===== config.mk =====
export PLATFORM = sky130hd
export DESIGN_NAME = byte_ring_usb_packetizer
export DESIGN_NICKNAME = d
export VERILOG_FILES = /design/src/sv/brup_pkg.sv /design/src/sv/byte_ring_usb_packetizer.sv /design/src/sv/brup_front.sv /design/src/sv/brup_engine.sv
export SDC_FILE = /design/constraint.sdc
export NUM_CORES = 1
export LEC_CHECK = 0
export BUFFER_PORTS_ARGS = -buffer_cell sky130_fd_sc_hd__clkbuf_2
export CAP_MARGIN = 40
export CORE_MARGIN = 2
export CORE_UTILIZATION = 40
export DETAILED_ROUTE_END_ITERATION = 8
export GPL_TIMING_DRIVEN = 0
export SLEW_MARGIN = 25
export SYNTH_ARGS = -nofsm -noshare
export SYNTH_HDL_FRONTEND = slang
export SYNTH_SLANG_ARGS = --single-unit

===== constraint.sdc =====
create_clock -name clock -period 3.5 [get_ports clock]
set_input_delay 0.7 -clock clock [delete_from_list [all_inputs] [get_ports clock]]
set_output_delay 0.7 -clock clock [all_outputs]
set_load 0.05 [all_outputs]

===== src/sv/brup_pkg.sv =====
`default_nettype none

package brup_pkg;

   // defaults for the top-level parameters
   localparam int RING_DEPTH_DEF   = 64;
   localparam int PACKET_BYTES_DEF = 8;

   localparam logic [7:0] BYTE_NEWLINE = 8'h0A;
   localparam logic [7:0] BYTE_RETURN  = 8'h0D;

   // command kinds decoded by the front end
   typedef enum logic [1:0] {
      OP_PUT    = 2'd0,   // plain byte write
      OP_PUT_NL = 2'd1,   // newline write, carriage return follows
      OP_POLL   = 2'd2    // endpoint ready, drain one packet
   } op_type;

   typedef struct packed {
      op_type     op;
      logic [7:0] data;
   } cmd_type;

endpackage

`default_nettype wire


===== src/sv/byte_ring_usb_packetizer.sv =====
`default_nettype none

// Byte ring feeding a USB bulk-in endpoint. Each req item is a put (req_tuser 0,
// byte in req_tdata) or a poll (req_tuser 1, data ignored). A put stores the byte
// in a RING_DEPTH ring; a newline gets a carriage return stored after it. Any
// single write into a full ring is dropped, so the ring holds RING_DEPTH-1 bytes
// at most. A poll drains up to PACKET_BYTES bytes as one packet on rsp, one item
// per byte, rsp_tlast on the final one. After a full-size packet that empties the
// ring, the next poll, if the ring is still empty, yields one zero-length item
// (rsp_tuser 1, data 0, tlast 1). A poll with nothing to send yields nothing.
// Puts never yield items. A two-entry command queue decouples the input from
// the engine; an accepted item is registered in the queue and popped once the
// engine is idle. The engine stores a put while idle, a newline put as the newline
// and then the carriage return; a poll of n bytes is decoded, then each packet byte
// goes through a registered ring read and then the output register. A result
// waiting in the output register with rsp_tready low stalls the engine's output
// states; the queue keeps accepting until it holds two.
// The ring contents need no clearing after reset; only bytes written are sent.
module byte_ring_usb_packetizer #(
   parameter int RING_DEPTH   = brup_pkg::RING_DEPTH_DEF,    // 4..256
   parameter int PACKET_BYTES = brup_pkg::PACKET_BYTES_DEF   // 1..64
) (
   input  wire        clock,
   input  wire        reset,
   input  wire        req_tvalid,
   output logic       req_tready,
   input  wire  [7:0] req_tdata,    // [7:0] data_byte
   input  wire        req_tuser,    // [0] req_type: 0 put, 1 poll
   output logic       rsp_tvalid,
   input  wire        rsp_tready,
   output logic [7:0] rsp_tdata,    // [7:0] packet_byte
   output logic       rsp_tuser,    // [0] zero_length
   output logic       rsp_tlast     // last_of_packet
);

   logic              cmd_valid;
   logic              cmd_pop;
   brup_pkg::cmd_type cmd;

   // front: accept and decode into the queue
   brup_front u_front (
      .clock      (clock),
      .reset      (reset),
      .req_tvalid (req_tvalid),
      .req_tready (req_tready),
      .req_tdata  (req_tdata),
      .req_tuser  (req_tuser),
      .cmd_valid  (cmd_valid),
      .cmd        (cmd),
      .cmd_pop    (cmd_pop)
   );

   // back: ring, packet sequencing, result register
   brup_engine #(
      .RING_DEPTH   (RING_DEPTH),
      .PACKET_BYTES (PACKET_BYTES)
   ) u_engine (
      .clock      (clock),
      .reset      (reset),
      .cmd_valid  (cmd_valid),
      .cmd        (cmd),
      .cmd_pop    (cmd_pop),
      .rsp_tvalid (rsp_tvalid),
      .rsp_tready (rsp_tready),
      .rsp_tdata  (rsp_tdata),
      .rsp_tuser  (rsp_tuser),
      .rsp_tlast  (rsp_tlast)
   );

endmodule

`default_nettype wire


===== src/sv/brup_front.sv =====
`default_nettype none

// Accepts items, decodes their kind and holds them in a two-entry queue.
module brup_front (
   input  wire               clock,
   input  wire               reset,
   input  wire               req_tvalid,
   output logic              req_tready,
   input  wire  [7:0]        req_tdata,    // [7:0] data_byte
   input  wire               req_tuser,    // [0] req_type
   output logic              cmd_valid,
   output brup_pkg::cmd_type cmd,
   input  wire               cmd_pop
);

   brup_pkg::cmd_type q_ff [2];
   logic              wr_ptr_ff;
   logic              rd_ptr_ff;
   logic [1:0]        cnt_ff;
   brup_pkg::cmd_type push_cmd;
   logic              push;

   assign req_tready = (cnt_ff != 2'd2);
   assign push       = req_tvalid && req_tready;
   assign cmd_valid  = (cnt_ff != 2'd0);
   assign cmd        = q_ff[rd_ptr_ff];

   always_comb begin
      push_cmd.data = req_tdata;
      if (req_tuser) begin
         push_cmd.op = brup_pkg::OP_POLL;
      end else if (req_tdata == brup_pkg::BYTE_NEWLINE) begin
         push_cmd.op = brup_pkg::OP_PUT_NL;
      end else begin
         push_cmd.op = brup_pkg::OP_PUT;
      end
   end

   always_ff @(posedge clock) begin
      if (push) begin
         q_ff[wr_ptr_ff] <= push_cmd;
      end
   end

   always_ff @(posedge clock) begin
      if (reset) begin
         wr_ptr_ff <= 1'b0;
         rd_ptr_ff <= 1'b0;
         cnt_ff    <= 2'd0;
      end else begin
         if (push) begin
            wr_ptr_ff <= ~wr_ptr_ff;
         end
         if (cmd_pop) begin
            rd_ptr_ff <= ~rd_ptr_ff;
         end
         case ({push, cmd_pop})
            2'b10:   cnt_ff <= cnt_ff + 2'd1;
            2'b01:   cnt_ff <= cnt_ff - 2'd1;
            default: cnt_ff <= cnt_ff;
         endcase
      end
   end

`ifndef SYNTHESIS
   a_no_pop_empty: assert property (@(posedge clock) disable iff (reset)
      cmd_pop |-> cnt_ff != 2'd0)
      else $error("queue popped while empty");
`endif

endmodule

`default_nettype wire


===== src/sv/brup_engine.sv =====
`default_nettype none

// Back end: ring store, indices, packet sequencer and the result register.
module brup_engine #(
   parameter int RING_DEPTH   = brup_pkg::RING_DEPTH_DEF,
   parameter int PACKET_BYTES = brup_pkg::PACKET_BYTES_DEF
) (
   input  wire               clock,
   input  wire               reset,
   input  wire               cmd_valid,
   input  wire brup_pkg::cmd_type cmd,
   output logic              cmd_pop,
   output logic              rsp_tvalid,
   input  wire               rsp_tready,
   output logic [7:0]        rsp_tdata,    // [7:0] packet_byte
   output logic              rsp_tuser,    // [0] zero_length
   output logic              rsp_tlast     // last_of_packet
);

   localparam int IW = $clog2(RING_DEPTH);
   localparam int CW = IW + 1;
   localparam int PW = $clog2(PACKET_BYTES + 1);

   typedef enum logic [2:0] {
      ST_IDLE,
      ST_PUT_CR,
      ST_ZLP,
      ST_RD,
      ST_OUT
   } state_type;

   state_type       state_ff;
   logic [7:0]      mem [RING_DEPTH];
   logic [7:0]      rd_data_ff;
   logic [IW-1:0]   wr_idx_ff;
   logic [IW-1:0]   rd_idx_ff;
   logic            pending_ff;
   logic            full_pkt_ff;
   logic [PW-1:0]   remain_ff;
   logic            out_valid_ff;
   logic [7:0]      out_data_ff;
   logic            out_zl_ff;
   logic            out_last_ff;

   logic [IW-1:0]   wr_next;
   logic [IW-1:0]   rd_next;
   logic            ring_full;
   logic [CW-1:0]   count;
   logic [31:0]     count32;
   logic [PW-1:0]   pkt_len;
   logic            out_free;
   logic            out_load;
   logic            mem_we;
   logic [7:0]      mem_wd;

   assign wr_next   = (wr_idx_ff == IW'(RING_DEPTH - 1)) ? '0 : wr_idx_ff + IW'(1);
   assign rd_next   = (rd_idx_ff == IW'(RING_DEPTH - 1)) ? '0 : rd_idx_ff + IW'(1);
   assign ring_full = (wr_next == rd_idx_ff);

   // bytes held, with the wrap folded in
   assign count   = {1'b0, wr_idx_ff} - {1'b0, rd_idx_ff}
                    + ((wr_idx_ff < rd_idx_ff) ? CW'(RING_DEPTH) : CW'(0));
   assign count32 = 32'(count);
   assign pkt_len = (count32 > 32'(PACKET_BYTES)) ? PW'(PACKET_BYTES) : PW'(count);

   assign out_free = !out_valid_ff || rsp_tready;
   assign out_load = ((state_ff == ST_ZLP) || (state_ff == ST_OUT)) && out_free;
   assign cmd_pop  = (state_ff == ST_IDLE) && cmd_valid;

   always_comb begin
      mem_we = 1'b0;
      mem_wd = cmd.data;
      if (state_ff == ST_PUT_CR) begin
         mem_we = !ring_full;
         mem_wd = brup_pkg::BYTE_RETURN;
      end else if (cmd_pop && (cmd.op != brup_pkg::OP_POLL)) begin
         mem_we = !ring_full;
      end
   end

   always_ff @(posedge clock) begin
      if (mem_we) begin
         mem[wr_idx_ff] <= mem_wd;
      end
   end

   always_ff @(posedge clock) begin
      rd_data_ff <= mem[rd_idx_ff];
   end

   always_ff @(posedge clock) begin
      if (reset) begin
         state_ff     <= ST_IDLE;
         wr_idx_ff    <= '0;
         rd_idx_ff    <= '0;
         pending_ff   <= 1'b0;
         full_pkt_ff  <= 1'b0;
         remain_ff    <= '0;
         out_valid_ff <= 1'b0;
      end else begin
         if (out_load) begin
            out_valid_ff <= 1'b1;
         end else if (rsp_tready) begin
            out_valid_ff <= 1'b0;
         end
         case (state_ff)
            ST_IDLE: begin
               if (cmd_valid) begin
                  case (cmd.op)
                     brup_pkg::OP_PUT, brup_pkg::OP_PUT_NL: begin
                        if (!ring_full) begin
                           wr_idx_ff <= wr_next;
                        end
                        if (cmd.op == brup_pkg::OP_PUT_NL) begin
                           state_ff <= ST_PUT_CR;
                        end
                     end
                     brup_pkg::OP_POLL: begin
                        if (count == '0) begin
                           if (pending_ff) begin
                              state_ff <= ST_ZLP;
                           end
                        end else begin
                           remain_ff   <= pkt_len;
                           full_pkt_ff <= (pkt_len == PW'(PACKET_BYTES));
                           state_ff    <= ST_RD;
                        end
                     end
                     default: state_ff <= ST_IDLE;
                  endcase
               end
            end
            ST_PUT_CR: begin
               if (!ring_full) begin
                  wr_idx_ff <= wr_next;
               end
               state_ff <= ST_IDLE;
            end
            ST_ZLP: begin
               if (out_free) begin
                  out_data_ff  <= 8'h00;
                  out_zl_ff    <= 1'b1;
                  out_last_ff  <= 1'b1;
                  pending_ff   <= 1'b0;
                  state_ff     <= ST_IDLE;
               end
            end
            ST_RD: begin
               // read data lands in rd_data_ff
               state_ff <= ST_OUT;
            end
            ST_OUT: begin
               if (out_free) begin
                  out_data_ff  <= rd_data_ff;
                  out_zl_ff    <= 1'b0;
                  out_last_ff  <= (remain_ff == PW'(1));
                  rd_idx_ff    <= rd_next;
                  remain_ff    <= remain_ff - PW'(1);
                  if (remain_ff == PW'(1)) begin
                     pending_ff <= full_pkt_ff && (wr_idx_ff == rd_next);
                     state_ff   <= ST_IDLE;
                  end else begin
                     state_ff <= ST_RD;
                  end
               end
            end
            default: state_ff <= ST_IDLE;
         endcase
      end
   end

   assign rsp_tvalid = out_valid_ff;
   assign rsp_tdata  = out_data_ff;
   assign rsp_tuser  = out_zl_ff;
   assign rsp_tlast  = out_last_ff;

`ifndef SYNTHESIS
   a_rd_not_empty: assert property (@(posedge clock) disable iff (reset)
      (state_ff == ST_RD) |-> (wr_idx_ff != rd_idx_ff))
      else $error("packet read from empty ring");
`endif

`ifndef SYNTHESIS
   a_remain_live: assert property (@(posedge clock) disable iff (reset)
      (state_ff == ST_RD || state_ff == ST_OUT) |-> (remain_ff != '0))
      else $error("byte sequencer ran past packet end");
`endif

`ifndef SYNTHESIS
   a_zlp_last: assert property (@(posedge clock) disable iff (reset)
      (out_valid_ff && out_zl_ff) |-> (out_last_ff && out_data_ff == 8'h00))
      else $error("zero-length item malformed");
`endif

endmodule

`default_nettype wire

# After elaboration in Yosys (flattened, before gate mapping)
# Memory sizes are Yosys's and may differ from the RTL's. A register that Yosys moved wholly into a read port is not among the register bits.
# Index checks and enable logic that the tools add are counted.
# classes
add_sub_neg	7
n_lt_le_gt_ge	2
n_eq_ne	26
muxes	47
bitwise_logic	4
reduce_logical	26
# ops
op	count
$mux W6	5
$mux W8	3
$mux W4	5
$mux W3	6
$mux W1	16
$pmux W8 S2	1
$add A6 B1 Y6 const B	2
$eq A6 B6 Y1	2
$eq A6 B6 Y1 const B	2
$ne A2 B2 Y1 const B	6
$pmux W3 S4	1
$pmux W6 S2	1
$reduce_and A4 Y1	3
$reduce_bool A2 Y1	6
$reduce_and A5 Y1	2
$eq A8 B4 Y1 const B	1
$pmux W4 S2	1
$add A7 B7 Y7	1
$gt A7 B4 Y1 const B	1
$logic_not A7 Y1	1
$mux W7	1
$sub A6 B6 Y7	1
$eq A3 B2 Y1 const B	2
$lt A6 B6 Y1	1
other kinds (25)	41
# totals
regBits	36
ram_bits	532
inputBits	13
output_inout_bits	12
word_cells	127
memories	2
# mem_list
memory	words	width	rd	rd_clocked_by_memory_dff	write_ports	line_no	text
u_engine.mem	64	8	1	1	1	brup_engine.sv:33	logic [7:0] mem [RING_DEPTH];
u_front.q_ff	2	10	1	1	1	brup_front.sv:16	brup_pkg::cmd_type q_ff [2];

# Logic depth before layout (Yosys ltp)
# Gate-level depths: netlist of the first run.
# logic_depth
word_depth	9
mapped_depth	12
depth_no_buf	10

# Hierarchy
# Synthesis of the first run repeated with hierarchy kept, for this count alone.
# unflattened
hier_cells	1214
hier_area_um2	23293.6
# by_module_without_submodules
mod	instances	cells_per_inst	area_per_inst_um2	seq_area_each_um2
brup_engine	1	1157	22337.7	16275.6
brup_front	1	57	955.9	700.7

# Worst setup path before layout of the first run
# OpenSTA, ideal clock, no wires.
# synth_timing
path_kind	reg-to-reg
startpoint	reg u_engine.rd_idx_ff[1]
endpoint	reg u_engine.remain_ff[1]
setup_ns	0.079
arrival_time_ns	3.084
t_required_ns	3.421
slack_ns	0.337
stages_incl_launch_ff	13
path_buffers	4
synth_period_minus_slack_ns	3.163
cell_sequence	dfxtp_1 > clkbuf_1 > buf_2 > buf_2 > buf_2 > inv_1 > fa_1 > nand3_1 > a21oi_1 > or4_4 > o41ai_2 > a211oi_1 > a211oi_2
# synth_between
elab_chain_len	9
elab_cells_between_ends	13
cone_classes	add/sub (2); order compare (2); eq/ne (1); mux (6); reduce/logical (2)
# synth_rtl
item	line_no	text
start, declared	brup_engine.sv:36	logic [IW-1:0] rd_idx_ff;
start signal, assigned	brup_engine.sv:157	rd_idx_ff <= rd_next;
$lt A6 B6 Y1	brup_engine.sv:62	+ ((wr_idx_ff < rd_idx_ff) ? CW'(RING_DEPTH) : CW'(0));
$mux W7	brup_engine.sv:62	
$add A7 B7 Y7 (*)	brup_engine.sv:62	
$gt A7 B4 Y1	brup_engine.sv:64	assign pkt_len = (count32 > 32'(PACKET_BYTES)) ? PW'(PACKET_BYTES) : PW'(count);
$mux W4	brup_engine.sv:64	
$mux W4	brup_engine.sv:119	if (count == '0) begin
$mux W4	brup_engine.sv:109	case (cmd.op)
$mux W4	brup_engine.sv:108	if (cmd_valid) begin
$pmux W4 S2	brup_engine.sv:106	case (state_ff)
end signal, assigned	brup_engine.sv:124	remain_ff <= pkt_len;
end signal, assigned	brup_engine.sv:158	remain_ff <= remain_ff - PW'(1);
end, declared	brup_engine.sv:39	logic [PW-1:0] remain_ff;
# Every way passes the cells marked *; elsewhere a longest branch is shown, timed or not. The select of a mux whose other input is x is not followed.
# A chain may end at the register's enable or synchronous reset.

# Final worst setup path of the first run
# Ends and elaborated chain as after synthesis.

==> metrics.txt, run 1 <==
crit path kind flop to flop; CP arrival 3900 ps; Post-Route WL 54100 um; Pleak 8.51 nW; Synth Area in XOR/XNOR 0.791%; Peak VDD IR 0.518 mV; largest net degree at the start of global routing 65; DR iter-0 viols 1218; Comb pwr share 15.9%; ys flop type edfxtp_1; Worst setup EP type flop; Placement Setup Slack -634 ps; Synth Area in Compound Gates 2.47%; CP max stage cell or4_4; max incr delay on CP 580 ps; gp weighted congestion 0.927; R2R Path Start u_engine.rd_idx_ff[1]$_SDFFE_PP0P_; sequential share of the synthesized area 73.0%; Post-Synthesis Cells 1193; first-pass GRT wire length 81200 um; synth cell count leaders edfxtp_1, mux4_2, nand2_1; Synthesized Nets 1218; Die Y 245 um; largest family of logic cells by synthesized area multiplexers; vias in the first global route 12.2k; number of max-cap violations 0; worst path bufs/invs 4; Post-synth EDFFs 542; Clk pin slew, worst setup/hold paths 60 ps; Design Area, Final 27300 um^2; Pwr Density 639 nW/um^2; post-synthesis register bit count 577; wire per inst 25.3 um; Synth Area in Simple Gates 5.24%; Vias per Instance 5.69; GR Util All Layers 18.4%; largest delay contributor family on the critical path compound AO/OA/AOI/OAI gates; status finished clean; CTS tree yes; Synth-to-Final Area Change 17.5%; Pre-antenna DRT Iters 5; area leader, netlist edfxtp_1; Setup Total Neg Slack 0 ps; CP max FO 19; Die X 245 um; clock power share 34.9%; required time worst endpoint 4020 ps; H-tree depth 2; Fin. Hold Viols 0; period utilization 96.6%; stages on the worst setup path 11; NumNets Final 1358; vias 12.2k; most frequent cell after synthesis edfxtp_1; Hold WC Path Type input port to flop; crit-path most repeated cell buf_6; Overflow after GRT 0; total CTS buffers 58; Root Driver clkbuf_16; HPWL after DPL 37300 um; startpoint types flop; post-layout util 47.5%; crit-path cells clkbuf_2 > buf_6 > buf_6 > inv_1 > fa_1 > nand3_1 > a21oi_1 > or4_4 > o41ai_4 > a211oi_1 > a211oi_2; Synth area leaders edfxtp_1, mux4_2, dfxtp_1, nor3_1, nand2_1; Critical Path Sink u_engine.remain_ff[1]$_SDFFE_PP0P_; sw frac 26.7%; Avg Inst Size Synth 19.5 um^2; Synth top area share 70.0%; R2R Setup Slk 120 ps; Layout Skew 15.6 ps; final setup margin 117 ps; Ys Warns 0; Tightest Pin Transition 1000 ps; area of the core 57600 um^2; Clock Tree Buf Depth 3; Post-synth ARST share 0%; post-route ant nets 0; final setup fails 0; RSZ-0062 raised after global routing false; clk_lat worst skew 610 ps; multiplexer share of the synthesized area 16.2%; initial antenna violation count 0; NetSw 4.67 mW; layout cells sized above 1 32.8%; capture point of the worst reg-to-reg path u_engine.remain_ff[1]$_SDFFE_PP0P_; Initial Util 40.4%; Netlist cell types 67; # IOs 25; highest attainable clock frequency 296 MHz; Reg power frac 49.2%; Port Buf Inserts 24; hold buffers post-CTS 0; clk sink count 577; Final Critical Period 3380 ps; Total Die Area 60100 um^2; Synth Cell Area 23300 um^2; Internal 12.8 mW; R2R depth 11; Crit. Startpoint u_engine.rd_idx_ff[1]$_SDFFE_PP0P_; Post-Synth Adder-Cell Area 0.678%; Core Rows 88; slew margin rel. 33.1%; n_diodes 0; Placed Instance Area 25200 um^2; DRC viols 0; Hold Crit Start req_tdata[6]; fin. max-slew vios 0
[flip-flops by register name, summed over array words and instances (netlist names), named ones only]
name	cells
u_engine.wr_idx_ff	6
u_front.cnt_ff	2
u_engine.state_ff	3
u_engine.rd_idx_ff	6
u_engine.rsp_tuser	1
u_engine.rsp_tvalid	1
u_front.q_ff	20
u_engine.rd_data_ff	8
u_front.rd_ptr_ff	1
u_engine.pending_ff	1
u_front.wr_ptr_ff	1
u_engine.full_pkt_ff	1
u_engine.remain_ff	4
u_engine.rsp_tlast	1
u_engine.rsp_tdata	8
u_engine.mem	512
[routing by layer]
metal / track usage (%) / share of wire, % / up-vias
li1: - / - / 5216
met1: 26.5 / 43 / 6395
met2: 29.0 / 47 / 496
met3: 3.25 / 7.4 / 69
met4: 4.72 / 2.0 / 0
met5: 0 / 0 / -
[logic make-up after synthesis]
kind of cell | count (synthesis)
flip-flops | 577
AND/OR/NAND/NOR | 235
multiplexers | 174
buffers and inverters | 88
AO/OA/AOI/OAI | 86
XOR/XNOR | 21
adder cells (fa/ha/maj) | 12
[power by group through the flow]
| stage | Clock [mW] | Combinational (mW) | Sequential [mW] |
|---|---|---|---|
| after floorplan | 0 | 1.29 | 8.80 |
| after global placement | 0 | 2.15 | 8.88 |
| after detailed placement | 0 | 2.65 | 8.75 |
| after CTS | 6.21 | 2.72 | 8.61 |
| after global routing | 6.49 | 2.98 | 8.62 |
| final | 6.10 | 2.78 | 8.60 |
[what timing repair did]
action	4_1_cts	5_1_grt
buffers inserted	0	4
gates resized for setup	22	15
pin swaps	0	2
endpoints found under the setup margin	182	168
[stage by stage]
stage                     cells  hold slack, ps  power, mW
after floorplan            1193             444       10.1
final                      2141             313       17.5
after global placement     1982             468       11.0
after global routing       2141             296       18.1
after CTS                  2129             284       17.5
after detailed placement   2028             489       11.4
[cell type report]
class / instances / area, um^2
sequential: 577 / 17000
tap: 765 / 957
buffer: 70 / 355
clock inverter: 31 / 268
clock buffer: 72 / 1600
multi-input combinational: 528 / 6470
fill: 4705 / 30200
timing repair buffer: 82 / 653
inverter: 16 / 61.3
[cells in the final DEF (no fill, tap or decap), types with 5 or more instances in the layout]
cell type / count
edfxtp_1: 542
mux4_2: 161
clkbuf_16: 62
nand2_1: 56
nor3_2: 41
buf_2: 38
clkbuf_1: 37
dfxtp_1: 35
buf_4: 28
clkbuf_2: 27
a21oi_1: 23
nor2_1: 22
o21ai_0: 14
inv_1: 13
and3_1: 13
xnor2_1: 13
buf_6: 12
nand3_1: 12
mux2i_1: 11
clkinv_1: 11
a31oi_1: 11
ha_1: 11
clkinv_2: 9
nor4_4: 9
buf_1: 8
nor4_2: 8
and2_1: 8
buf_12: 8
nor3_4: 7
xor2_1: 7
or3_1: 7
nor3_1: 7
nor2_4: 5
nor4_1: 5
nand3b_1: 5
nand2b_1: 5
nor2b_1: 5
[worst min-delay path by stage]
stage,slack [ps],depth (start not counted),to
2_1_floorplan,440,2,u_engine.full_pkt_ff$_SDFFE_PP0P_
3_3_place_gp,470,2,u_engine.remain_ff[3]$_SDFFE_PP0P_
3_5_place_dp,490,1,u_engine.rsp_tdata[7]$_SDFFCE_PN0P_
4_1_cts,280,1,u_front.q_ff[0][6]$_DFFE_PP_
5_1_grt,300,1,u_front.q_ff[0][6]$_DFFE_PP_
6_report,310,1,u_front.q_ff[0][6]$_DFFE_PP_
Power figures use the tool's default switching activity.
==> run 2, diff against run 1 <==
--- a/config.mk
+++ b/config.mk
@@ -7,10 +7,11 @@
 export LEC_CHECK = 0
 export BUFFER_PORTS_ARGS = -buffer_cell sky130_fd_sc_hd__clkbuf_2
 export CAP_MARGIN = 40
-export CORE_MARGIN = 2
+export CORE_MARGIN = 3
 export CORE_UTILIZATION = 40
 export DETAILED_ROUTE_END_ITERATION = 8
 export GPL_TIMING_DRIVEN = 0
+export PLACE_DENSITY_LB_ADDON = 0.2
 export SLEW_MARGIN = 25
 export SYNTH_ARGS = -nofsm -noshare
 export SYNTH_HDL_FRONTEND = slang
==> constraint.sdc (replaced) <==
create_clock -name clock -period 3.8 [get_ports clock]
set_input_delay 0.76 -clock clock [delete_from_list [all_inputs] [get_ports clock]]
set_output_delay 0.76 -clock clock [all_outputs]
set_load 0.05 [all_outputs]
==> metrics.txt, run 2 (synthesis results as in run 1) <==
largest delay contributor family on the critical path compound AO/OA/AOI/OAI gates; max reg flops 512; HPWL after DPL 37700 um; layout cells sized above 1 32.5%; slew margin rel. 42.3%; Port Buf Inserts 24; required time worst endpoint 4040 ps; CP arrival 3970 ps; fin. max-slew vios 0; post-layout util 48.0%; initial antenna violation count 0; Worst setup EP type flop; Initial Util 40.9%; Synth-to-Final Area Change 17.5%; total CTS buffers 60; most frequent cells in the layout edfxtp_1, mux4_2, clkbuf_16; wire per inst 25.5 um; number of max-cap violations 0; CP max FO 10; clk_lat worst skew 620 ps; biggest regs u_engine.mem x512, u_front.q_ff x20; Setup Total Neg Slack 0 ps; vias in the first global route 12.1k; Post-Route WL 54700 um; first-pass GRT wire length 82000 um; CP max stage cell nor3_2; status finished clean; Hold Slack 368 ps; leading cell type in the layout, fill and taps excluded edfxtp_1; Die Y 247 um; vias 12.0k; post-route ant nets 0; startpoint types flop; Clock Tree Buf Depth 3; Die X 247 um; max incr delay on CP 690 ps; crit path kind flop to flop; Peak VDD IR 0.545 mV; Hold WC Path Type input port to flop; Pre-antenna DRT Iters 5; GR Util All Layers 18.3%; area of the core 56900 um^2; Total Die Area 61100 um^2; Fin. Hold Viols 0; fillcell total 4717; clk sink count 577; largest net degree at the start of global routing 65; Top reg by flops u_engine.mem; final setup fails 0; NumNets Final 1364; crit-path cells clkbuf_1 > nor3_2 > o21ai_0 > o21ai_1 > o211ai_2 > buf_2 > nor3_2; worst path bufs/invs 2; crit-path most repeated cell nor3_2; Pleak 8.44 nW; period utilization 98.3%; Tightest Pin Transition 860 ps; DR iter-0 viols 1224; DRC viols 0; Clk pin slew, worst setup/hold paths 60 ps; Final Critical Period 3730 ps; Root Driver clkbuf_16; H-tree depth 2; # IOs 25; CTS tree yes; n_diodes 0; Core Rows 87; RSZ-0062 raised after global routing true; Vias per Instance 5.62; hold buffers post-CTS 0; Pwr Density 595 nW/um^2; gp weighted congestion 0.855; highest attainable clock frequency 268 MHz; Overflow after GRT 0; Layout Skew 23.3 ps
run 2: area by class of cell:
cell class | instances | area (um^2) | area share [%]
sequential | 577 | 17000 | 62.1
multi-input combinational | 528 | 6320 | 23.1
clock buffer | 79 | 1650 | 6.02
tap | 756 | 946 | 3.46
timing repair buffer | 85 | 722 | 2.64
buffer | 71 | 335 | 1.23
clock inverter | 31 | 313 | 1.14
inverter | 16 | 63.8 | 0.234
run 2: worst paths after layout:
kind	from	end	slack (ps)	cells past startpoint
worst min-delay path	req_tdata[5]	u_front.q_ff[1][5]$_DFFE_PP_	370	1
worst min register to register	u_engine.remain_ff[3]$_SDFFE_PP0P_	u_engine.remain_ff[3]$_SDFFE_PP0P_	500	2
worst max-delay path	u_engine.state_ff[0]$_SDFFE_PP0P_	u_engine.mem[28][1]$_DFFE_PP_	70	7
worst max register to register	u_engine.state_ff[0]$_SDFFE_PP0P_	u_engine.mem[28][1]$_DFFE_PP_	70	7
run 2: what timing repair did:
action                                  in CTS  in global routing
buffers inserted                             0                  0
endpoints found under the setup margin       6                 72
resized for setup                            2                  6
run 2: where the power goes:
group          switching (mW)  internal (mW)  total [mW]
sequential             0.0594           7.86        7.92
combinational            1.82          0.700        2.52
clock                    2.37           3.44        5.81
run 2: per-stage QoR:
stage	worst slack, ps	cell area (um^2)	power (mW)	cells
final	66.1	27300	16.2	2143
after detailed placement	-249	25200	10.6	2017
after global placement	-1380	24300	10.2	1973
after CTS	158	27200	16.4	2126
after floorplan	637	23300	9.29	1193
after global routing	-60.0	27300	16.9	2143
run 2: per-layer routing:
metal	vias to the layer above	wire [um]	part of all wire (%)	track usage [%]
met5	-	0	0	0
met4	0	1320	2.4	5.46
met3	83	2820	5.1	2.41
met2	376	26000	48	28.7
met1	6350	24500	45	26.8
li1	5226	-	-	-
==> run 3, diff against run 2 <==
--- a/config.mk
+++ b/config.mk
@@ -6,9 +6,9 @@
 export NUM_CORES = 1
 export LEC_CHECK = 0
 export BUFFER_PORTS_ARGS = -buffer_cell sky130_fd_sc_hd__clkbuf_2
-export CAP_MARGIN = 40
 export CORE_MARGIN = 3
 export CORE_UTILIZATION = 40
+export CTS_BUF_LIST = sky130_fd_sc_hd__clkbuf_8
 export DETAILED_ROUTE_END_ITERATION = 8
 export GPL_TIMING_DRIVEN = 0
 export PLACE_DENSITY_LB_ADDON = 0.2
==> constraint.sdc (replaced) <==
create_clock -name clock -period 4.1 [get_ports clock]
set_input_delay 0.82 -clock clock [delete_from_list [all_inputs] [get_ports clock]]
set_output_delay 0.82 -clock clock [all_outputs]
set_load 0.05 [all_outputs]
==> metrics.txt, run 3 (synthesis results as in run 1) <==
crit path kind flop to flop; CP max FO 10; Core Rows 87; number of max-cap violations 0; clock power share 33.1%; H-tree depth 3; Die X 247 um; met1 GRT Util 26.1%; final setup fails 0; leading cell type in the layout, fill and taps excluded edfxtp_1; HPWL after DPL 37500 um; NetSw 3.96 mW; Initial Util 40.9%; Vias per Instance 5.58; post-route ant nets 0; CP arrival 4490 ps; clk_lat worst skew 690 ps; Pre-antenna DRT Iters 6; Peak VDD IR 0.527 mV; initial antenna violation count 0; status finished clean; clk sink count 577; Tightest Pin Transition 998 ps; wire per inst 25.1 um; vias 12.2k; Die Y 247 um; DR iter-0 viols 1124; Clock Tree Buf Depth 3; Layout Skew 43.8 ps; Internal 10.4 mW; RSZ-0062 raised after global routing false; Power, Total 14.4 mW; fin. max-slew vios 0; n_diodes 0; Post-Route WL 54700 um; Fin. Hold Viols 0; Synth-to-Final Area Change 15.8%; final setup margin 227 ps; layout cells sized above 1 32.3%; Inst Count DP 2011; Pwr Density 535 nW/um^2; Worst setup EP type flop; Clk pin slew, worst setup/hold paths 70 ps; routing usage on met2 29.1%; met3 usage 3.13%; Post-CTS Setup Repair Bufs 0; Final Critical Period 3870 ps; startpoint types flop; total CTS buffers 94; Hold WC Path Type input port to flop; fillcell total 4794; Comb pwr share 15.9%; Overflow after GRT 0; period utilization 94.5%; Total Die Area 61100 um^2; GR Util All Layers 18.4%; most frequent cells in the layout edfxtp_1, mux4_2, clkbuf_8; Pleak 8.38 nW; NumNets Final 1376; Placement Setup Slack 67.7 ps; Reg power frac 51.0%; R2R Setup Slk 230 ps; CTS tree yes; max reg flops 512; post-layout util 47.3%; sw frac 27.5%; multi-input combinational cell area 6300 um^2; Hold Slack 348 ps; DRC viols 0; Top reg by flops u_engine.mem; area of the core 56900 um^2; Post-Layout Cell Count 2179; Reg area 17000 um^2; Port Buf Inserts 24; post-cts gate resize count 0; highest attainable clock frequency 258 MHz; slew margin rel. 33.2%; first-pass GRT wire length 82100 um; required time worst endpoint 4710 ps; GRT busiest layer met2; biggest regs u_engine.mem x512, u_front.q_ff x20; gp weighted congestion 0.855; # IOs 25; Root Driver clkbuf_8; vias in the first global route 12.3k; largest net degree at the start of global routing 65; hold buffers post-CTS 0
==> run 3: cell count changes in the layout (fill, tap and decap cells not counted), sizes merged <==
cell and delta:
bufinv -1, clkinv +8, inv +32, clkbuf +22, buf -25
==> run 3: final cells by class <==
class,count,area share [%]
plain buffers,72,1.26
clock buffers,98,5.01
clock inverters,70,1.62
inverters,16,0.223
multi-input cells,528,23.4
flip-flops and latches,577,63.0
well taps,756,3.51
repair buffers,62,1.94
==> run 3: worst paths after layout <==
| path | start | to | cells past startpoint |
|---|---|---|---|
| max reg2reg | u_engine.rd_idx_ff[1]$_SDFFE_PP0P_ | u_engine.remain_ff[1]$_SDFFE_PP0P_ | 12 |
| min reg2reg | u_engine.pending_ff$_SDFFE_PP0P_ | u_engine.pending_ff$_SDFFE_PP0P_ | 2 |
| max | u_engine.rd_idx_ff[1]$_SDFFE_PP0P_ | u_engine.remain_ff[1]$_SDFFE_PP0P_ | 12 |
| min | req_tdata[5] | u_front.q_ff[0][5]$_DFFE_PP_ | 1 |
==> run 3: metal layers <==
layer | share of wire, % | up-vias
met5 | 0 | -
met1 | 45 | 6423
met3 | 5.3 | 73
li1 | - | 5267
met4 | 2.2 | 0
met2 | 48 | 397
==> run 3: critical path, cell delays in order, from the launching register on <==
cell      delay (ps)
dfxtp_1          350
clkbuf_1         260
clkbuf_4         330
buf_2            310
clkbuf_4         320
inv_1            110
fa_1             460
nand3_1          100
a21oi_1           90
or4_4            580
o41ai_2          500
a211oi_1         170
a211oi_2         210
==> run 3: per-stage QoR <==
stage | instance area, um^2 | setup TNS, ps
after floorplan | 23300 | 0
after global placement | 24300 | -259710
after detailed placement | 25100 | 0
after CTS | 26900 | 0
after global routing | 26900 | 0
final | 26900 | 0
==> run 3: power by group through the flow <==
stage	logic, mW	registers [mW]	clock network (mW)
after global placement	1.83	7.58	0
final	2.29	7.34	4.77
after floorplan	1.10	7.51	0
after global routing	2.46	7.36	5.17
after CTS	2.30	7.34	4.90
after detailed placement	2.30	7.47	0
